==> config.mk <==
export PLATFORM = sky130hd
export DESIGN_NAME = periodic_timer_table
export DESIGN_NICKNAME = d
export VERILOG_FILES = /design/src/hdl/ptt_pkg.sv /design/src/hdl/ptt_cell.sv /design/src/hdl/periodic_timer_table.sv
export SDC_FILE = /design/constraint.sdc
export NUM_CORES = 2
export LEC_CHECK = 0
export BUFFER_PORTS_ARGS = -buffer_cell sky130_fd_sc_hd__buf_4
export CAP_MARGIN = 20
export CELL_PAD_IN_SITES_DETAIL_PLACEMENT = 1
export CELL_PAD_IN_SITES_GLOBAL_PLACEMENT = 1
export CORE_MARGIN = 3
export CORE_UTILIZATION = 48
export DETAILED_ROUTE_END_ITERATION = 7
export PLACE_DENSITY = 0.72
export SKIP_CTS_REPAIR_TIMING = 1
export SYNTH_ARGS = -nofsm -noshare
export SYNTH_HDL_FRONTEND = slang
export SYNTH_SLANG_ARGS = --single-unit
==> constraint.sdc <==
create_clock -name clk -period 76.9 [get_ports clk]
set_input_delay 15.38 -clock clk [delete_from_list [all_inputs] [get_ports clk]]
set_output_delay 15.38 -clock clk [all_outputs]
set_load 0.02 [all_outputs]
==> src/hdl/ptt_pkg.sv <==
// ----------------------------------------------------------------------------
// ptt_pkg: shared types and codes for the periodic timer table
// Holds the command and event codes, the slot record type and result limits.
// ----------------------------------------------------------------------------
package ptt_pkg;

  // Command codes carried on in_tuser.
  localparam logic [1:0] CMD_ADD  = 2'd0;
  localparam logic [1:0] CMD_DEL  = 2'd1;
  localparam logic [1:0] CMD_TICK = 2'd2;
  localparam logic [1:0] CMD_NONE = 2'd3;

  // Event codes carried on out_tuser.
  localparam logic [1:0] EV_ADD  = 2'd0;
  localparam logic [1:0] EV_DEL  = 2'd1;
  localparam logic [1:0] EV_FIRE = 2'd2;

  // At most this many timers fire on one tick.
  localparam int MAX_RESULTS = 16;
  localparam int FIRE_W      = $clog2(MAX_RESULTS + 1);

  // One timer slot as it travels around the ring of cells.
  typedef struct packed {
    logic        valid;
    logic        picked;
    logic [63:0] expiry;
    logic [31:0] period;
    logic [31:0] id;
  } slot_t;

endpackage

==> src/hdl/ptt_cell.sv <==
// ----------------------------------------------------------------------------
// ptt_cell: one timer slot in the rotating ring
// Takes its neighbor's slot on every shift and can drop its picked mark.
// ----------------------------------------------------------------------------
module ptt_cell (
  input  logic           clk,
  input  logic           rst_n,
  input  logic           shift,
  input  logic           clr_picked,
  input  ptt_pkg::slot_t d,
  output ptt_pkg::slot_t q
);
  import ptt_pkg::*;

  logic        valid_r;
  logic        picked_r;
  logic [63:0] expiry_r;
  logic [31:0] period_r;
  logic [31:0] id_r;

  // Control bits clear on reset so the table starts empty.
  always_ff @(posedge clk) begin
    if (!rst_n) begin
      valid_r  <= 1'b0;
      picked_r <= 1'b0;
    end else if (shift) begin
      valid_r  <= d.valid;
      picked_r <= d.picked;
    end else if (clr_picked) begin
      picked_r <= 1'b0;
    end
  end

  // Payload follows the ring without reset.
  always_ff @(posedge clk) begin
    if (shift) begin
      expiry_r <= d.expiry;
      period_r <= d.period;
      id_r     <= d.id;
    end
  end

  assign q = '{valid: valid_r, picked: picked_r, expiry: expiry_r,
               period: period_r, id: id_r};

endmodule

==> src/hdl/periodic_timer_table.sv <==
// ----------------------------------------------------------------------------
// periodic_timer_table: software timer table with periodic reload
// Timer slots sit in a ring of cells that rotates once per search pass.
// ----------------------------------------------------------------------------
// Add and delete: one pass over the ring, then the reply is registered from
// ST_RES, which waits while the output is stalled; the next request is taken
// once the block is back in ST_IDLE.
// Tick: one pass per fired timer plus one, each fire waiting on the output;
// a quiet tick takes a single pass.
// One command is worked at a time.
// Reset empties the table and clears time and id counter; no clearing pass.
module periodic_timer_table #(
  parameter int TIMER_SLOTS = 16
) (
  input  logic        clk,
  input  logic        rst_n,
  input  logic        in_tvalid,
  output logic        in_tready,
  input  logic [95:0] in_tdata,   // delay_ticks[31:0], period_ticks[63:32], timer_id[95:64]
  input  logic [1:0]  in_tuser,   // cmd[1:0]
  output logic        out_tvalid,
  input  logic        out_tready,
  output logic [39:0] out_tdata,  // result_id[31:0], ok[32], zero fill[39:33]
  output logic [1:0]  out_tuser,  // event_kind[1:0]
  output logic        out_tlast
);
  import ptt_pkg::*;

  localparam int IW = (TIMER_SLOTS > 1) ? $clog2(TIMER_SLOTS) : 1;
  localparam logic [IW-1:0] LAST_IDX = IW'(TIMER_SLOTS - 1);

  typedef enum logic [2:0] {
    ST_IDLE = 3'b001,
    ST_SCAN = 3'b010,
    ST_RES  = 3'b100
  } state_t;

  state_t              state_r, state_nxt;
  logic [63:0]         now_r, now_nxt;
  logic [31:0]         next_id_r, next_id_nxt;
  logic [31:0]         new_id_r, new_id_nxt;
  logic [1:0]          cmd_r, cmd_nxt;
  logic [31:0]         delay_r, delay_nxt;
  logic [31:0]         period_r, period_nxt;
  logic [31:0]         tid_r, tid_nxt;
  logic [IW-1:0]       idx_r, idx_nxt;
  logic                found_r, found_nxt;
  logic [63:0]         best_exp_r, best_exp_nxt;
  logic [31:0]         best_id_r, best_id_nxt;
  logic [IW-1:0]       best_idx_r, best_idx_nxt;
  logic                pend_r, pend_nxt;
  logic [IW-1:0]       pend_idx_r, pend_idx_nxt;
  logic [31:0]         pend_id_r, pend_id_nxt;
  logic [FIRE_W-1:0]   fires_r, fires_nxt;
  logic                out_valid_r, out_valid_nxt;
  logic [1:0]          out_kind_r, out_kind_nxt;
  logic [31:0]         out_id_r, out_id_nxt;
  logic                out_ok_r, out_ok_nxt;
  logic                out_last_r, out_last_nxt;

  slot_t               cell_q [TIMER_SLOTS];
  slot_t               head;
  slot_t               wb;
  logic                shift;
  logic                clr_picked;
  logic [31:0]         nid;
  logic [64:0]         rearm_sum;
  logic                out_free;
  logic                eligible;
  logic                more;
  logic [FIRE_W-1:0]   fires_inc;

  // Ring of slot cells; the head feeds the controller, write-back enters the tail.
  genvar gi;
  generate
    for (gi = 0; gi < TIMER_SLOTS; gi++) begin : g_cell
      slot_t cell_d;
      if (gi == TIMER_SLOTS - 1) begin : g_tail
        assign cell_d = wb;
      end else begin : g_mid
        assign cell_d = cell_q[gi+1];
      end
      ptt_cell u_cell (
        .clk        (clk),
        .rst_n      (rst_n),
        .shift      (shift),
        .clr_picked (clr_picked),
        .d          (cell_d),
        .q          (cell_q[gi])
      );
    end
  endgenerate

  assign head      = cell_q[0];
  assign shift     = (state_r == ST_SCAN);
  assign in_tready = (state_r == ST_IDLE);
  assign out_free  = !out_valid_r || out_tready;
  assign fires_inc = fires_r + FIRE_W'(1);
  assign more      = found_r && (fires_inc < FIRE_W'(MAX_RESULTS));
  assign rearm_sum = {1'b0, head.expiry} + {33'b0, head.period};

  // Next id skips zero on wrap.
  always_comb begin
    nid = next_id_r + 32'd1;
    if (nid == 32'd0) begin
      nid = 32'd1;
    end
  end

  // A slot may fire if armed, not yet fired this tick and due at the new time.
  assign eligible = head.valid && !head.picked && (head.expiry <= now_r) &&
                    !(pend_r && (idx_r == pend_idx_r));

  // Command sequencer and per-cycle slot update.
  always_comb begin
    state_nxt     = state_r;
    now_nxt       = now_r;
    next_id_nxt   = next_id_r;
    new_id_nxt    = new_id_r;
    cmd_nxt       = cmd_r;
    delay_nxt     = delay_r;
    period_nxt    = period_r;
    tid_nxt       = tid_r;
    idx_nxt       = idx_r;
    found_nxt     = found_r;
    best_exp_nxt  = best_exp_r;
    best_id_nxt   = best_id_r;
    best_idx_nxt  = best_idx_r;
    pend_nxt      = pend_r;
    pend_idx_nxt  = pend_idx_r;
    pend_id_nxt   = pend_id_r;
    fires_nxt     = fires_r;
    out_valid_nxt = out_valid_r && !out_tready;
    out_kind_nxt  = out_kind_r;
    out_id_nxt    = out_id_r;
    out_ok_nxt    = out_ok_r;
    out_last_nxt  = out_last_r;
    wb            = head;
    clr_picked    = 1'b0;

    unique case (state_r)
      ST_IDLE: begin
        if (in_tvalid && (in_tuser != CMD_NONE)) begin
          cmd_nxt    = in_tuser;
          delay_nxt  = in_tdata[31:0];
          period_nxt = in_tdata[63:32];
          tid_nxt    = in_tdata[95:64];
          new_id_nxt = nid;
          idx_nxt    = '0;
          found_nxt  = 1'b0;
          pend_nxt   = 1'b0;
          fires_nxt  = '0;
          if (in_tuser == CMD_TICK) begin
            now_nxt = now_r + 64'd1;
          end
          state_nxt = ST_SCAN;
        end
      end

      ST_SCAN: begin
        case (cmd_r)
          CMD_ADD: begin
            // First free slot is armed as it passes the head.
            if (!found_r && !head.valid) begin
              wb.valid  = 1'b1;
              wb.picked = 1'b0;
              wb.expiry = now_r + {32'b0, delay_r};
              wb.period = period_r;
              wb.id     = new_id_r;
              found_nxt = 1'b1;
            end
          end
          CMD_DEL: begin
            // First armed slot with the id is freed.
            if (!found_r && head.valid && (head.id == tid_r)) begin
              wb.valid  = 1'b0;
              found_nxt = 1'b1;
            end
          end
          default: begin
            // Reload or free the timer picked in the previous pass.
            if (pend_r && (idx_r == pend_idx_r)) begin
              wb.picked = 1'b1;
              if (head.period != 32'd0) begin
                wb.expiry = rearm_sum[64] ? '1 : rearm_sum[63:0];
              end else begin
                wb.valid = 1'b0;
              end
            end
            // Keep the earliest due slot by expiry, then id, then index.
            if (eligible && (!found_r ||
                ({head.expiry, head.id} < {best_exp_r, best_id_r}))) begin
              found_nxt    = 1'b1;
              best_exp_nxt = head.expiry;
              best_id_nxt  = head.id;
              best_idx_nxt = idx_r;
            end
          end
        endcase
        idx_nxt = idx_r + IW'(1);
        if (idx_r == LAST_IDX) begin
          idx_nxt   = '0;
          state_nxt = ST_RES;
        end
      end

      ST_RES: begin
        unique case (cmd_r)
          CMD_ADD: begin
            if (out_free) begin
              out_valid_nxt = 1'b1;
              out_kind_nxt  = EV_ADD;
              out_id_nxt    = found_r ? new_id_r : 32'd0;
              out_ok_nxt    = found_r;
              out_last_nxt  = 1'b1;
              if (found_r) begin
                next_id_nxt = new_id_r;
              end
              state_nxt = ST_IDLE;
            end
          end
          CMD_DEL: begin
            if (out_free) begin
              out_valid_nxt = 1'b1;
              out_kind_nxt  = EV_DEL;
              out_id_nxt    = 32'd0;
              out_ok_nxt    = found_r;
              out_last_nxt  = 1'b1;
              state_nxt     = ST_IDLE;
            end
          end
          CMD_TICK: begin
            if (pend_r) begin
              if (out_free) begin
                out_valid_nxt = 1'b1;
                out_kind_nxt  = EV_FIRE;
                out_id_nxt    = pend_id_r;
                out_ok_nxt    = 1'b1;
                out_last_nxt  = !more;
                fires_nxt     = fires_inc;
                if (more) begin
                  pend_idx_nxt = best_idx_r;
                  pend_id_nxt  = best_id_r;
                  found_nxt    = 1'b0;
                  state_nxt    = ST_SCAN;
                end else begin
                  pend_nxt   = 1'b0;
                  clr_picked = 1'b1;
                  state_nxt  = ST_IDLE;
                end
              end
            end else if (found_r) begin
              pend_nxt     = 1'b1;
              pend_idx_nxt = best_idx_r;
              pend_id_nxt  = best_id_r;
              found_nxt    = 1'b0;
              state_nxt    = ST_SCAN;
            end else begin
              state_nxt = ST_IDLE;
            end
          end
          default: begin
            state_nxt = ST_IDLE;
          end
        endcase
      end

      default: begin
        state_nxt = ST_IDLE;
      end
    endcase
  end

  // Control registers.
  always_ff @(posedge clk) begin
    if (!rst_n) begin
      state_r     <= ST_IDLE;
      now_r       <= '0;
      next_id_r   <= '0;
      idx_r       <= '0;
      found_r     <= 1'b0;
      pend_r      <= 1'b0;
      fires_r     <= '0;
      out_valid_r <= 1'b0;
    end else begin
      state_r     <= state_nxt;
      now_r       <= now_nxt;
      next_id_r   <= next_id_nxt;
      idx_r       <= idx_nxt;
      found_r     <= found_nxt;
      pend_r      <= pend_nxt;
      fires_r     <= fires_nxt;
      out_valid_r <= out_valid_nxt;
    end
  end

  // Payload registers.
  always_ff @(posedge clk) begin
    new_id_r   <= new_id_nxt;
    cmd_r      <= cmd_nxt;
    delay_r    <= delay_nxt;
    period_r   <= period_nxt;
    tid_r      <= tid_nxt;
    best_exp_r <= best_exp_nxt;
    best_id_r  <= best_id_nxt;
    best_idx_r <= best_idx_nxt;
    pend_idx_r <= pend_idx_nxt;
    pend_id_r  <= pend_id_nxt;
    out_kind_r <= out_kind_nxt;
    out_id_r   <= out_id_nxt;
    out_ok_r   <= out_ok_nxt;
    out_last_r <= out_last_nxt;
  end

  assign out_tvalid = out_valid_r;
  assign out_tdata  = {7'b0, out_ok_r, out_id_r};
  assign out_tuser  = out_kind_r;
  assign out_tlast  = out_last_r;

endmodule

==> flow_results.org <==
** Drt
- Antenna-violating nets left :: 0
- After detailed routing, the number of vias per cell comes to 5.482.
- In the final routed layout, each cell accounts on average for 24.57 um.
- After detailed routing, the total wire length is ~200 mm.
- The first TritonRoute pass finished after 5 iterations.
- For this run, design rule violations remaining after detail routing come to 0.
- The final route contains around 44000 vias.
- In this run, the number of DRC markers left after iteration 0 of detailed routing was 4185.

** Layout
- Area occupied by multi-input gates :: about 15000 um^2
- Cell Count, Final, Fillers Out :: 8109
- The net count of the finished layout is 5755.
- Fill cell instance count of the final layout :: 16883
- The area growth from synthesis to layout is 13.63%.
- Registers take around 73000 um^2.
- At the end of the flow the core is filled with cells to 54.96%.
- Share of final-layout standard cells stronger than drive strength 1 :: between 10% and 20%

** STA
- Setup violations remaining at the end of the flow were counted as 0.
- Accumulated negative setup slack :: 0 ns
- Setup repair after global routing missed its margin :: false
- Fin Clk Skew :: between 0.1 and 0.15 ns
- At the pin with the least slew margin, the transition time is between 1 and 1.5 ns.
- Max-slew headroom at the worst pin :: 20.07%
- Based on the critical path, the design can be clocked at up to between 50 and 60 MHz.
- The final-report max-slew violation count was 0.
- Hold Slack :: 0.3668 ns
- Min Tclk post-route :: 17.41 ns
- Fin crit share :: 22.64%
- The total count of hold-check failures in the final report was 0.

** Global routing
- Vias in the first global route :: between 40000 and 50000
- Global-route wire length before repair :: roughly 300 mm
- GRT Residual Overflow :: 0
- Global Route Usage Sum :: 20.79%
- Entering global routing, the biggest net connects 205 pins.
- The initial antenna violation count came to 6.

** Setup path
- Data required time at the worst endpoint :: between 60 and 70 ns
- The startpoint identified for the worst register-to-register timing path is state_r[0].
- WP data arrival :: 2.03 ns
- By startpoint and endpoint, the worst setup path is classified as register to primary output.
- Critical Path Sink Type :: primary output
- Highest cell delay on the worst timing path :: 0.46 ns
- Of all nets on the critical path, the largest fanout is 5.
- The number of buffers and inverters on the critical path is 2.
- The endpoint identified for the worst register-to-register timing path is g_cell[1].u_cell.expiry_r[21].
- Depth of the most critical reg-to-reg path :: 8
- Nature of the critical path startpoint :: register
- Grouping stages by cell kind, the critical path spends the most delay in simple AND/OR/NAND/NOR gates.
- Traced cell by cell, the critical path runs through or3b_4, inv_1, buf_4.
- Critical path's slowest cell :: sky130_fd_sc_hd__or3b_4
- The worst register-to-register path has a setup slack of 70.11 ns.

** Yosys
- Fraction of synthesis flops using an asynchronous set or reset pin :: 0%
- After synthesis the netlist holds a flip-flop and latch count of 2493.
- Counting flops with a built-in enable in the synthesized netlist gives ~2400.
- Synth Warn # :: 0
- In the synthesized netlist the dominant register cell turns out to be sky130_fd_sc_hd__edfxtp_1.
- After synthesis the cells add up to around 90000 um^2.
- A synthesized cell averages 17.61 um^2.
- Synthesized instance count :: 5105
- Portion of the post-synthesis area used by sequential elements :: between 80 and 90%
- Number of distinct library cell variants in the gate-level netlist after synthesis :: 86

** Place
- HPWL after DPL :: 131.8 mm
- In this run, placement finished with an instance count of 7655.
- In this run the tool buffered the top-level ports with 139 buffer cells.
- At the end of routability-driven placement, the weighted congestion stood at around 0.89.

** Clocking
- TritonCTS built the clock tree.
- Clock-pin transition on the worst setup and hold timing paths :: 0.07 ns
- No sink is reached through more buffers than the 3 on the longest clock path.
- Number of CTS-inserted buffers :: 235
- Root buffer cell :: sky130_fd_sc_hd__clkbuf_16
- Clock Latency Late Sink :: 0.90 ns
- Num Clock Sinks :: approximately 2500
- The H-tree generated during clock tree synthesis spans 4 levels.

** Power and ir drop
- For this design the static power due to leakage is ~34 nW.
- IR analysis of the VDD net gives a maximum drop of 0.00002374 V.
- In this run the power density over the cells is between 30 and 40 nW/um^2.
- Total power for the finished layout comes to 3.151 mW.

** Die
- Die outline height :: 438.7 um
- Width of the die :: 438.7 um
- Starting utilization of the core area :: 48.37%
- The die covers between 150000 and 200000 um^2.
- Count of pins on the block boundary :: 147
- Core Area :: 185800 um^2
- Standard-cell rows :: around 160

** Hold path
- The worst hold path terminates at g_cell[2].u_cell.expiry_r[10].
- Counting instances, the worst hold path has a depth of 0.
- The worst hold path begins at g_cell[3].u_cell.expiry_r[10].
- The min-delay analysis places its worst path in the category register to register.

** Run status
- The flow ran to the end, and the final reports show no timing, DRC or antenna violations.

** Run
- Max-cap violations in this run came to 0.
[Yosys cell counts (41+ instances only)]
cell type / count / area share [%]
sky130_fd_sc_hd__a21o_1: 94 / 0.79
sky130_fd_sc_hd__clkbuf_1: 111 / 0.46
sky130_fd_sc_hd__dfxtp_1: 143 / 3.2
sky130_fd_sc_hd__and3_1: 41 / 0.29
sky130_fd_sc_hd__and2_1: 71 / 0.49
sky130_fd_sc_hd__xnor2_1: 148 / 1.4
sky130_fd_sc_hd__edfxtp_1: 2350 / 79
sky130_fd_sc_hd__nor3_1: 47 / 0.26
sky130_fd_sc_hd__inv_1: 192 / 0.80
sky130_fd_sc_hd__nor2_1: 119 / 0.50
sky130_fd_sc_hd__nand4_1: 88 / 0.61
sky130_fd_sc_hd__o21ai_0: 153 / 0.85
sky130_fd_sc_hd__nand3_1: 85 / 0.47
sky130_fd_sc_hd__a21boi_0: 61 / 0.51
sky130_fd_sc_hd__ha_1: 232 / 3.2
sky130_fd_sc_hd__nand2_1: 467 / 2.0
sky130_fd_sc_hd__xor2_1: 57 / 0.56
sky130_fd_sc_hd__a21oi_1: 151 / 0.84
[cells in the final DEF, fill, tap and decap left out, drive strengths merged, types with 31 or more instances in the layout]
master | netlist | layout
xnor2 | 148 | 148
nor4 | 38 | 38
inv | 193 | 201
nand4 | 91 | 91
a22o | 32 | 32
clkbuf | 111 | 279
nor3 | 49 | 49
a21oi | 151 | 151
a21o | 94 | 94
nand2 | 467 | 467
a21boi | 65 | 65
xor2 | 57 | 57
and2 | 71 | 71
and3 | 41 | 41
o21ai | 157 | 157
edfxtp | 2350 | 2350
nand3 | 85 | 85
or3 | 31 | 31
ha | 232 | 232
clkinv | 0 | 109
nor2 | 121 | 121
buf | 21 | 203
dfxtp | 143 | 143
nor2b | 37 | 37
[kinds of logic after synthesis]
| kind of cell | synth area share [%] |
|---|---|
| compound gates | 5.406 |
| flops | 81.70 |
| simple gates | 6.121 |
| fa+ha+maj | 3.274 |
| buf+inv | 1.406 |
| xor+xnor | 1.998 |
| other cells | 0.004172 |
| mux | 0.08910 |
[worst max path at each step]
stage,cells past startpoint,from,end
after floorplan,5,state_r[0],g_cell[0].u_cell.expiry_r[0]
after global placement,10,in_tuser[1],now_r[61]
after detailed placement,10,in_tvalid,now_r[49]
after CTS,3,state_r[0],in_tready
after global routing,3,state_r[0],in_tready
final,3,state_r[0],in_tready
[worst register-to-register path: cells and delay by family (launching register included)]
family                 cells  cell delay (ns)
buffers and inverters      6             5.26
and+or+nand+nor            2             0.71
DFF                        1             0.34
[flip-flops by register name, summed over array words and instances, names as in the netlist, 2 cells and up]
name	flops
g_cell.u_cell.valid_r	16
g_cell.u_cell.id_r	512
now_r	64
out_id_r	32
idx_r	4
cmd_r	2
g_cell.u_cell.picked_r	16
tid_r	32
period_r	32
state_r	3
best_idx_r	4
next_id_r	32
g_cell.u_cell.period_r	512
new_id_r	32
fires_r	5
pend_id_r	32
g_cell.u_cell.expiry_r	1024
pend_idx_r	4
delay_r	32
out_tuser	2
best_id_r	32
best_exp_r	64
[stage by stage]
step                worst slack (ns)  cell area [um^2]
floorplan                      17.67             89900
global placement               58.92             94040
detailed placement             58.86             94040
CTS                            59.40            101900
global route                   59.41            102100
finish                         59.49            102100
[report_power, final]
part           switching (mW)  internal [mW]  leakage, nW  total [mW]
Clock                   0.502          0.659         3.79        1.16
Combinational           0.186         0.0596         7.89       0.246
Sequential             0.0634           1.68         22.5        1.74
[layer usage]
metal / GRT usage [%] / share of wire, % / up-vias
met4: 8.648 / 4.1 / 0
met2: 33.73 / 48 / 1238
li1: - / - / 20172
met5: 0 / 0 / -
met3: 3.348 / 5.0 / 383
met1: 28.13 / 43 / 22664
[cell type report]
class,count,area share (%)
clock buffers,279,5.980
well taps,2480,3.038
repair buffers,203,1.647
multi-input cells,2293,14.95
diodes,5,0.01225
flip-flops and latches,2493,71.90
inverters,193,0.7216
clock inverters,163,1.758
Power figures use the tool's default switching activity.
